<file path="src/sv/drcg_pkg.sv">
// ----------------------------------------------------------------------------
// drcg_pkg
// Types and constants shared by the drop-rate compression governor modules.
// ----------------------------------------------------------------------------
package drcg_pkg;

  localparam int unsigned RING_DEPTH = 3;
  localparam int unsigned SLOT_W     = 2;

  typedef enum logic [2:0] {
    CFG_CHECK_INTERVAL  = 3'd0,
    CFG_RAISE_THR_ZERO  = 3'd1,
    CFG_RAISE_THR_ONE   = 3'd2,
    CFG_RAISE_THR_TWO   = 3'd3,
    CFG_RAISE_THR_THREE = 3'd4,
    CFG_LOWEST_FLOOR    = 3'd5
  } cfg_idx_t;

  localparam logic [2:0] LVL_0 = 3'd0;
  localparam logic [2:0] LVL_1 = 3'd1;
  localparam logic [2:0] LVL_2 = 3'd2;
  localparam logic [2:0] LVL_3 = 3'd3;
  localparam logic [2:0] LVL_4 = 3'd4;

  typedef struct packed {
    logic [31:0] sample_index;
    logic [15:0] payload_bytes;
    logic [2:0]  level_now;
  } item_t;

  typedef struct packed {
    logic [31:0] check_interval;
    logic [23:0] raise_thr_zero;
    logic [23:0] raise_thr_one;
    logic [23:0] raise_thr_two;
    logic [23:0] raise_thr_three;
    logic [15:0] lowest_floor;
  } cfg_t;

  typedef struct packed {
    logic       emit;
    logic [2:0] level;
    logic       ring_filled;
  } core_stat_t;

  localparam cfg_t CFG_RESET = '{
    check_interval:  32'd32896,
    raise_thr_zero:  24'd5000,
    raise_thr_one:   24'd15000,
    raise_thr_two:   24'd30000,
    raise_thr_three: 24'd40000,
    lowest_floor:    16'd20
  };

endpackage

</file>
<file path="src/sv/drcg_cfg_regs.sv">
// ----------------------------------------------------------------------------
// drcg_cfg_regs
// Configuration register file: threshold, interval and floor registers, write only.
// ----------------------------------------------------------------------------
module drcg_cfg_regs (
  input  logic          clk,
  input  logic          rst_n,
  input  logic          cfg_we,
  input  logic [2:0]    cfg_index,
  input  logic [31:0]   cfg_wdata,
  output drcg_pkg::cfg_t cfg
);
  import drcg_pkg::*;

  cfg_t cfg_r;
  cfg_t cfg_nxt;

  always_comb begin
    cfg_nxt = cfg_r;
    if (cfg_we) begin
      unique case (cfg_idx_t'(cfg_index))
        CFG_CHECK_INTERVAL:  cfg_nxt.check_interval  = cfg_wdata;
        CFG_RAISE_THR_ZERO:  cfg_nxt.raise_thr_zero  = cfg_wdata[23:0];
        CFG_RAISE_THR_ONE:   cfg_nxt.raise_thr_one   = cfg_wdata[23:0];
        CFG_RAISE_THR_TWO:   cfg_nxt.raise_thr_two   = cfg_wdata[23:0];
        CFG_RAISE_THR_THREE: cfg_nxt.raise_thr_three = cfg_wdata[23:0];
        CFG_LOWEST_FLOOR:    cfg_nxt.lowest_floor    = cfg_wdata[15:0];
        default:             cfg_nxt = cfg_r;
      endcase
    end
  end

  always_ff @(posedge clk) begin
    if (!rst_n) begin
      cfg_r <= CFG_RESET;
    end else begin
      cfg_r <= cfg_nxt;
    end
  end

  assign cfg = cfg_r;

endmodule

</file>
<file path="src/sv/drcg_in_stage.sv">
// ----------------------------------------------------------------------------
// drcg_in_stage
// Input register for one packet header, with valid/stall handshake.
// ----------------------------------------------------------------------------
module drcg_in_stage (
  input  logic            clk,
  input  logic            rst_n,
  input  logic            in_valid,
  output logic            in_stall,
  input  drcg_pkg::item_t item_in,
  input  logic            advance,
  output logic            s1_valid,
  output drcg_pkg::item_t item
);
  import drcg_pkg::*;

  logic  s1_valid_r;
  item_t item_r;

  assign in_stall = s1_valid_r & ~advance;

  always_ff @(posedge clk) begin
    if (!rst_n) begin
      s1_valid_r <= 1'b0;
    end else if (!in_stall) begin
      s1_valid_r <= in_valid;
    end
  end

  always_ff @(posedge clk) begin
    if (in_valid && !in_stall) begin
      item_r <= item_in;
    end
  end

  assign s1_valid = s1_valid_r;
  assign item     = item_r;

endmodule

</file>
<file path="src/sv/drcg_core.sv">
// ----------------------------------------------------------------------------
// drcg_core
// Governor state and single-pass update: index/byte tracking, shortfall ring,
// threshold compare and level choice.
// ----------------------------------------------------------------------------
module drcg_core (
  input  logic                 clk,
  input  logic                 rst_n,
  input  logic                 fire,
  input  drcg_pkg::item_t      item,
  input  drcg_pkg::cfg_t       cfg,
  output drcg_pkg::core_stat_t stat
);
  import drcg_pkg::*;

  logic [31:0]       highest_r, highest_nxt;
  logic [31:0]       bytes_total_r, bytes_total_nxt;
  logic [31:0]       check_point_r;
  logic [31:0]       bytes_at_check_r;
  logic [31:0]       ring_r   [RING_DEPTH];
  logic [31:0]       ring_nxt [RING_DEPTH];
  logic [SLOT_W-1:0] slot_r, slot_nxt;
  logic              filled_r, filled_nxt;

  logic [31:0] limit;
  logic        check;
  logic [31:0] diff, diff3, expected, actual, shortfall, sum;
  logic [25:0] thr0_x3, thr1_x3, thr2_x3, thr3_x3;
  logic [17:0] floor_x3;
  logic [2:0]  lvl, req;

  assign lvl = item.level_now;

  assign highest_nxt     = (item.sample_index > highest_r) ? item.sample_index : highest_r;
  assign bytes_total_nxt = bytes_total_r + {16'd0, item.payload_bytes};
  assign limit           = check_point_r + cfg.check_interval;
  assign check           = limit < item.sample_index;

  assign diff  = highest_nxt - check_point_r;
  assign diff3 = diff + {diff[30:0], 1'b0};

  always_comb begin
    case (lvl)
      LVL_0:   expected = {diff[29:0], 2'b00};
      LVL_1:   expected = {diff[30:0], 1'b0};
      LVL_2:   expected = diff3;
      LVL_3:   expected = {1'b0, diff3[31:1]};
      LVL_4:   expected = {1'b0, diff[31:1]};
      default: expected = 32'd0;
    endcase
  end

  assign actual    = bytes_total_nxt - bytes_at_check_r;
  assign shortfall = (actual > expected) ? 32'd0 : expected - actual;

  always_comb begin
    for (int i = 0; i < RING_DEPTH; i++) begin
      ring_nxt[i] = (slot_r == SLOT_W'(i)) ? shortfall : ring_r[i];
    end
  end

  assign sum = ring_nxt[0] + ring_nxt[1] + ring_nxt[2];

  assign slot_nxt   = (slot_r == SLOT_W'(RING_DEPTH - 1)) ? '0 : slot_r + 1'b1;
  assign filled_nxt = filled_r | (slot_r == SLOT_W'(RING_DEPTH - 1));

  assign thr0_x3  = {2'b00, cfg.raise_thr_zero}  + {1'b0, cfg.raise_thr_zero, 1'b0};
  assign thr1_x3  = {2'b00, cfg.raise_thr_one}   + {1'b0, cfg.raise_thr_one, 1'b0};
  assign thr2_x3  = {2'b00, cfg.raise_thr_two}   + {1'b0, cfg.raise_thr_two, 1'b0};
  assign thr3_x3  = {2'b00, cfg.raise_thr_three} + {1'b0, cfg.raise_thr_three, 1'b0};
  assign floor_x3 = {2'b00, cfg.lowest_floor}    + {1'b0, cfg.lowest_floor, 1'b0};

  always_comb begin
    if (lvl == LVL_0 && sum > {6'd0, thr0_x3}) begin
      req = LVL_1;
    end else if (lvl == LVL_1 && sum > {6'd0, thr1_x3}) begin
      req = LVL_2;
    end else if (lvl == LVL_2 && sum > {6'd0, thr2_x3}) begin
      req = LVL_3;
    end else if (lvl == LVL_3 && sum > {6'd0, thr3_x3}) begin
      req = LVL_4;
    end else if (lvl == LVL_4 && sum < {6'd0, thr2_x3}) begin
      req = LVL_3;
    end else if (lvl == LVL_3 && sum < {6'd0, thr1_x3}) begin
      req = LVL_2;
    end else if (lvl == LVL_2 && sum < {6'd0, thr0_x3}) begin
      req = LVL_1;
    end else if (lvl == LVL_1 && sum < {14'd0, floor_x3}) begin
      req = LVL_0;
    end else begin
      req = lvl;
    end
  end

  always_ff @(posedge clk) begin
    if (!rst_n) begin
      highest_r        <= '0;
      bytes_total_r    <= '0;
      check_point_r    <= '0;
      bytes_at_check_r <= '0;
      for (int i = 0; i < RING_DEPTH; i++) begin
        ring_r[i] <= '0;
      end
      slot_r   <= '0;
      filled_r <= 1'b0;
    end else if (fire) begin
      highest_r     <= highest_nxt;
      bytes_total_r <= bytes_total_nxt;
      if (check) begin
        for (int i = 0; i < RING_DEPTH; i++) begin
          ring_r[i] <= ring_nxt[i];
        end
        slot_r           <= slot_nxt;
        filled_r         <= filled_nxt;
        bytes_at_check_r <= bytes_total_nxt;
        check_point_r    <= highest_nxt;
      end
    end
  end

  assign stat.emit        = check & (req != lvl) & filled_nxt;
  assign stat.level       = req;
  assign stat.ring_filled = filled_r;

endmodule

</file>
<file path="src/sv/drop_rate_compression_governor.sv">
// ----------------------------------------------------------------------------
// drop_rate_compression_governor
// Watches received audio packet headers and requests a new compression level
// when the averaged byte shortfall crosses the configured thresholds.
//
// Input channel (in_valid/in_stall) carries one packet header per transfer:
// sample index, payload byte count and the packet's compression level.
// Output channel (out_valid/out_stall) carries a requested level; a header
// yields at most one request, most yield none.
// Configuration: cfg_we writes cfg_wdata into register cfg_index (0 check
// interval, 1..4 raise thresholds, 5 lowest floor); write only while idle.
// Throughput: one header per cycle while the receiver does not stall. The
// request path runs from the input register through the core's state update
// into the result register that drives out_valid.
// Reset (rst_n low, synchronous) clears all tracking state and the ring and
// restores the default register values.
// When the receiver stalls, the pending request holds in the result register
// and at most one more header is taken into the input register, if it is
// empty; after that in_stall rises until the request is transferred.
// ----------------------------------------------------------------------------
module drop_rate_compression_governor (
  input  logic        clk,
  input  logic        rst_n,
  input  logic        in_valid,
  output logic        in_stall,
  input  logic [31:0] in_sample_index,
  input  logic [15:0] in_payload_bytes,
  input  logic [2:0]  in_level_now,
  output logic        out_valid,
  input  logic        out_stall,
  output logic [2:0]  out_requested_level,
  input  logic        cfg_we,
  input  logic [2:0]  cfg_index,
  input  logic [31:0] cfg_wdata
);
  import drcg_pkg::*;

  cfg_t       cfg;
  item_t      item_in, item;
  core_stat_t stat;
  logic       s1_valid;
  logic       advance;
  logic       fire;
  logic       out_valid_r;
  logic [2:0] out_level_r;

  assign item_in.sample_index  = in_sample_index;
  assign item_in.payload_bytes = in_payload_bytes;
  assign item_in.level_now     = in_level_now;

  assign advance = ~out_valid_r | ~out_stall;
  assign fire    = s1_valid & advance;

  drcg_cfg_regs u_cfg (
    .clk       (clk),
    .rst_n     (rst_n),
    .cfg_we    (cfg_we),
    .cfg_index (cfg_index),
    .cfg_wdata (cfg_wdata),
    .cfg       (cfg)
  );

  drcg_in_stage u_in (
    .clk      (clk),
    .rst_n    (rst_n),
    .in_valid (in_valid),
    .in_stall (in_stall),
    .item_in  (item_in),
    .advance  (advance),
    .s1_valid (s1_valid),
    .item     (item)
  );

  drcg_core u_core (
    .clk   (clk),
    .rst_n (rst_n),
    .fire  (fire),
    .item  (item),
    .cfg   (cfg),
    .stat  (stat)
  );

  always_ff @(posedge clk) begin
    if (!rst_n) begin
      out_valid_r <= 1'b0;
    end else if (advance) begin
      out_valid_r <= fire & stat.emit;
    end
  end

  always_ff @(posedge clk) begin
    if (fire && stat.emit) begin
      out_level_r <= stat.level;
    end
  end

  assign out_valid           = out_valid_r;
  assign out_requested_level = out_level_r;

  a_level_range: assert property (@(posedge clk) disable iff (!rst_n)
    out_valid_r |-> out_level_r <= LVL_4)
    else $error("requested level out of range");

  a_ring_filled: assert property (@(posedge clk) disable iff (!rst_n)
    out_valid_r |-> stat.ring_filled)
    else $error("request issued before ring filled");

  a_out_from_item: assert property (@(posedge clk) disable iff (!rst_n)
    $rose(out_valid_r) |-> $past(s1_valid))
    else $error("request without a header in the input register");

  a_stall_needs_item: assert property (@(posedge clk) disable iff (!rst_n)
    in_stall |-> s1_valid && out_valid_r)
    else $error("input stalled with free pipeline");

endmodule
</file>
<file path="config.mk">
export PLATFORM = sky130hd
export DESIGN_NAME = drop_rate_compression_governor
export DESIGN_NICKNAME = d
export VERILOG_FILES = /design/src/sv/drcg_pkg.sv /design/src/sv/drcg_cfg_regs.sv /design/src/sv/drcg_in_stage.sv /design/src/sv/drcg_core.sv /design/src/sv/drop_rate_compression_governor.sv
export SDC_FILE = /design/constraint.sdc
export NUM_CORES = 2
export LEC_CHECK = 0
export ABC_AREA = 1
export BUFFER_PORTS_ARGS = -buffer_cell sky130_fd_sc_hd__buf_2
export CAP_MARGIN = 10
export CORE_UTILIZATION = 23
export DETAILED_ROUTE_END_ITERATION = 12
export GPL_ROUTABILITY_DRIVEN = 0
export HOLD_SLACK_MARGIN = 0.02
export PLACE_DENSITY = 0.48
export SYNTH_ARGS = -nofsm -noshare
export SYNTH_HDL_FRONTEND = slang
export SYNTH_SLANG_ARGS = --single-unit
</file>
<file path="constraint.sdc">
create_clock -name clk -period 28.4 [get_ports clk]
set_clock_uncertainty 0.2 [all_clocks]
set_input_delay 2.84 -clock clk [delete_from_list [all_inputs] [get_ports clk]]
set_output_delay 2.84 -clock clk [all_outputs]
set_load 0.03 [all_outputs]
</file>
==> flow_summary_export.csv <==
group,metric,value,unit
run_status,run_status,"complete, no violations",
drt,dr_wl_met3,4015,um
die,die-height,401.6,um
cts,clk_transition_reported_paths,0.06,ns
placed_design,post-place-cells,7094,
worst_setup_path,cp_data_arrival_time,14.30,ns
cells_and_area,layout-drive-gt1-share,6.661,%
synth,synthMostInstantiatedCell,"sky130_fd_sc_hd__nand2_1",
die,die_area,0.1613,mm^2
synth,synth.cells.most_frequent,"sky130_fd_sc_hd__nand2_1, sky130_fd_sc_hd__inv_1, sky130_fd_sc_hd__nor2_1",
drt,drc,0,
synth,post_syn_area,0.03672,mm^2
die,ios,96,
power_and_ir_drop,leakage,0.01946,uW
worst_setup_path,endpoint_kind,"register",
grt,grt_max_degree,76,
worst_hold_path,hp-class,"register to register",
timing,finalCritPeriodShare,49.94,%
run,maxCapViolCount,0,
worst_setup_path,worstPathMaxFanout,34,
cts,cts.hold.buffers_added,0,
grt,first_global_vias,32420,
drt,wl_met2,49580,um
synth,synth_edf_count,150,
timing,finalCriticalPeriod,14.18,ns
synth,ys_dominant_reg_cell,"sky130_fd_sc_hd__dfxtp_1",
timing,worst_relative_slew_slack,30.91,%
cells_and_area,synthToLayoutAreaGrowth,12.53,%
timing,worst_slack,14.22,ns
synth,syn_avg_cell_area,7.315,um^2
synth,syn_nets,5643,
grt,global_route_wire_length_before_repair,179600,um
drt,drt_pre_antenna_iters,6,
grt,overflow,0,
drt,drtIter0Drc,1895,
drt,routed-via-count,33020,
power_and_ir_drop,power_per_cell_area,121.5,mW/mm^2
worst_setup_path,critical_path_startpoint_category,"register",
cts,clock_tree.htree_level_count,2,
worst_setup_path,worstPathRequired,28.52,ns
synth,synthesis.instances,5020,
synth,ys_seq_elements,427,
timing,rsz0062_at_grt,"no",
die,rows,146,
drt,detail_route.wl_per_cell,15.75,um
synth,netlist_cell_types,66,
power_and_ir_drop,highest_ir_drop_seen_on_vdd,85.75,uV
cells_and_area,nets,5699,
worst_setup_path,criticalPathCategory,"register to register",
timing,final-max-slew-violation-count,0,
placed_design,portBuffers,95,
cts,cts_buffer_count,52,
timing,fin_tns_setup,0,ns
synth,synth.area.top_cells,"sky130_fd_sc_hd__ha_1, sky130_fd_sc_hd__dfxtp_1, sky130_fd_sc_hd__edfxtp_1",
die,placeableCoreArea,0.1584,mm^2
cts,clk_root_buffer_cell,"sky130_fd_sc_hd__clkbuf_16",
synth,synth_sequential_area_ratio,27.37,%
die,start_util,23.18,%
drt,top_layer_used,"met4",
synth,synth-warning-count,0,
synth,share_of_the_synthesized_area_in_the_top_cell_type,16.66,%
worst_setup_path,cpLargestDelayFamily,"simple AND/OR/NAND/NOR gates",
grt,initial_antenna_violation_count,1,
cts,postCtsResizedCells,0,
grt,grt.total_usage,13.84,%
drt,detail-route-antenna-nets,0,
synth,synth_area_leader_cell,"sky130_fd_sc_hd__ha_1",
cells_and_area,insertedDiodeCount,0,
worst_setup_path,critPathBufInv,7,
cts,cts.sink_count,427,
timing,worst_slew_pin_slew,1.029,ns
worst_setup_path,crit_path_frequent_cell,"sky130_fd_sc_hd__nand2_1",
worst_setup_path,crit_path_slowest_cell,"sky130_fd_sc_hd__xor2_1",
placed_design,detailed_place_hpwl,88680,um
timing,hold_violations,0,
power_and_ir_drop,finalPower,5022,uW
worst_setup_path,slowest_delay,0.70,ns
timing,fmax,70.51,MHz
cts,postCtsSetupBuffers,0,
cts,clk_latency,0.64,ns
worst_setup_path,worst_r2r_path_depth,68,
placed_design,dp_worst_setup_slack,14.31,ns
cts,cts_buffer_depth,3,
timing,finalSetupViolations,0,
worst_setup_path,crit_cells,68,
worst_hold_path,worst_hold_path.num_cells,2,
drt,drt-met1-wl,57400,um
cells_and_area,finalNonFillerCells,7191,
synth,ys_async_sr_fraction,0,%
cts,tritoncts_clock_tree,"done",
drt,routed_wl,113300,um
drt,route.detailed.vias_per_inst,4.592,
die,die_width,401.6,um
## worst paths after layout
check | start | to | slack (ns)
setup / recovery | u_in.item[48] | out_requested_level[0] | 14.22
hold / removal | u_core.bytes_at_check_r[16] | u_core.bytes_at_check_r[16] | 0.28
setup reg to reg | u_in.item[48] | out_requested_level[0] | 14.22
hold reg to reg | u_core.bytes_at_check_r[16] | u_core.bytes_at_check_r[16] | 0.28
## flip-flops by register name, summed over array words and instances, names as in the netlist
signal                   count
out_requested_level          3
out_valid                    1
u_cfg.cfg                  144
u_core.bytes_at_check_r     32
u_core.bytes_total_r        32
u_core.check_point_r        32
u_core.filled_r              1
u_core.highest_r            32
u_core.ring_r               96
u_core.slot_r                2
u_in.item                   51
u_in.s1_valid                1
## placed cells by master (no fill, tap or decap), types with 13 or more instances in the layout
cell type,Yosys,routed
sky130_fd_sc_hd__nor3_1,35,32
sky130_fd_sc_hd__o22ai_1,76,76
sky130_fd_sc_hd__clkinv_2,0,14
sky130_fd_sc_hd__nand2_2,23,24
sky130_fd_sc_hd__o21ai_0,387,387
sky130_fd_sc_hd__a21oi_1,448,448
sky130_fd_sc_hd__nor2_1,493,491
sky130_fd_sc_hd__nand2_1,900,898
sky130_fd_sc_hd__nand3_1,209,208
sky130_fd_sc_hd__o21bai_1,47,47
sky130_fd_sc_hd__a21o_1,17,17
sky130_fd_sc_hd__or2_2,24,24
sky130_fd_sc_hd__buf_4,0,36
sky130_fd_sc_hd__dfxtp_1,277,277
sky130_fd_sc_hd__edfxtp_1,150,150
sky130_fd_sc_hd__nor3b_1,18,18
sky130_fd_sc_hd__clkbuf_16,0,54
sky130_fd_sc_hd__ha_1,489,489
sky130_fd_sc_hd__inv_1,680,679
sky130_fd_sc_hd__buf_2,3,94
sky130_fd_sc_hd__o21ai_1,27,27
sky130_fd_sc_hd__nand4_1,54,54
sky130_fd_sc_hd__fa_1,43,43
sky130_fd_sc_hd__o211ai_1,25,25
sky130_fd_sc_hd__a221oi_1,15,15
sky130_fd_sc_hd__xor2_1,169,169
sky130_fd_sc_hd__a211oi_1,13,13
sky130_fd_sc_hd__xnor2_1,95,95
sky130_fd_sc_hd__a31oi_1,25,25
## worst register-to-register path, delay by kind of cell, from the launching register on
kind	cells	cell delay, ns
buffers and inverters	7	0.65
and+or+nand+nor	32	4.55
adders and majority gates	7	2.85
xor gates and xnor gates	2	1.10
AOI/OAI and AO/OA	20	4.13
DFF	1	0.42
## through the flow
step	util [%]	hold WS [ns]	area (um^2)
after floorplan	-	0.2354	36720
after global placement	25.02	0.2669	39620
after detailed placement	25.02	0.2719	39620
after CTS	26.09	0.2827	41320
after global routing	26.09	0.2961	41320
final	26.09	0.2787	41320
## layout make-up
cell class | count | area (um^2)
clock buffer | 69 | 1458
clock inverter | 28 | 244.0
fill | 17420 | 117100
inverter | 693 | 2603
multi-input combinational | 3772 | 23630
sequential | 427 | 10050
tap | 2072 | 2592
timing repair buffer | 130 | 740.7
## cell families (layout without fill, tap and decap cells)
kind of cell | after synthesis | in the layout | share of synthesized area (%)
adders and majority gates | 532 | 532 | 19.01
xor gates and xnor gates | 265 | 265 | 6.341
DFF | 427 | 427 | 27.37
buffers and inverters | 821 | 920 | 8.403
AOI/OAI and AO/OA | 1166 | 1166 | 18.00
and+or+nand+nor | 1809 | 1809 | 20.88
## report_power, final
part | internal (uW) | leakage [uW] | total (uW) | switching, uW
Clock | 382 | 0.000846 | 683 | 301
Sequential | 675 | 0.00381 | 695 | 19.9
Combinational | 1260 | 0.0148 | 3640 | 2380
Total | 2320 | 0.0195 | 5020 | 2700
## per-layer routing
metal | GRT usage, % | vias up
li1 | - | 17010
met1 | 19.76 | 15320
met2 | 22.38 | 565
met3 | 1.307 | 133
met4 | 2.951 | 0
met5 | 0 | -
Power figures use the tool's default switching activity.
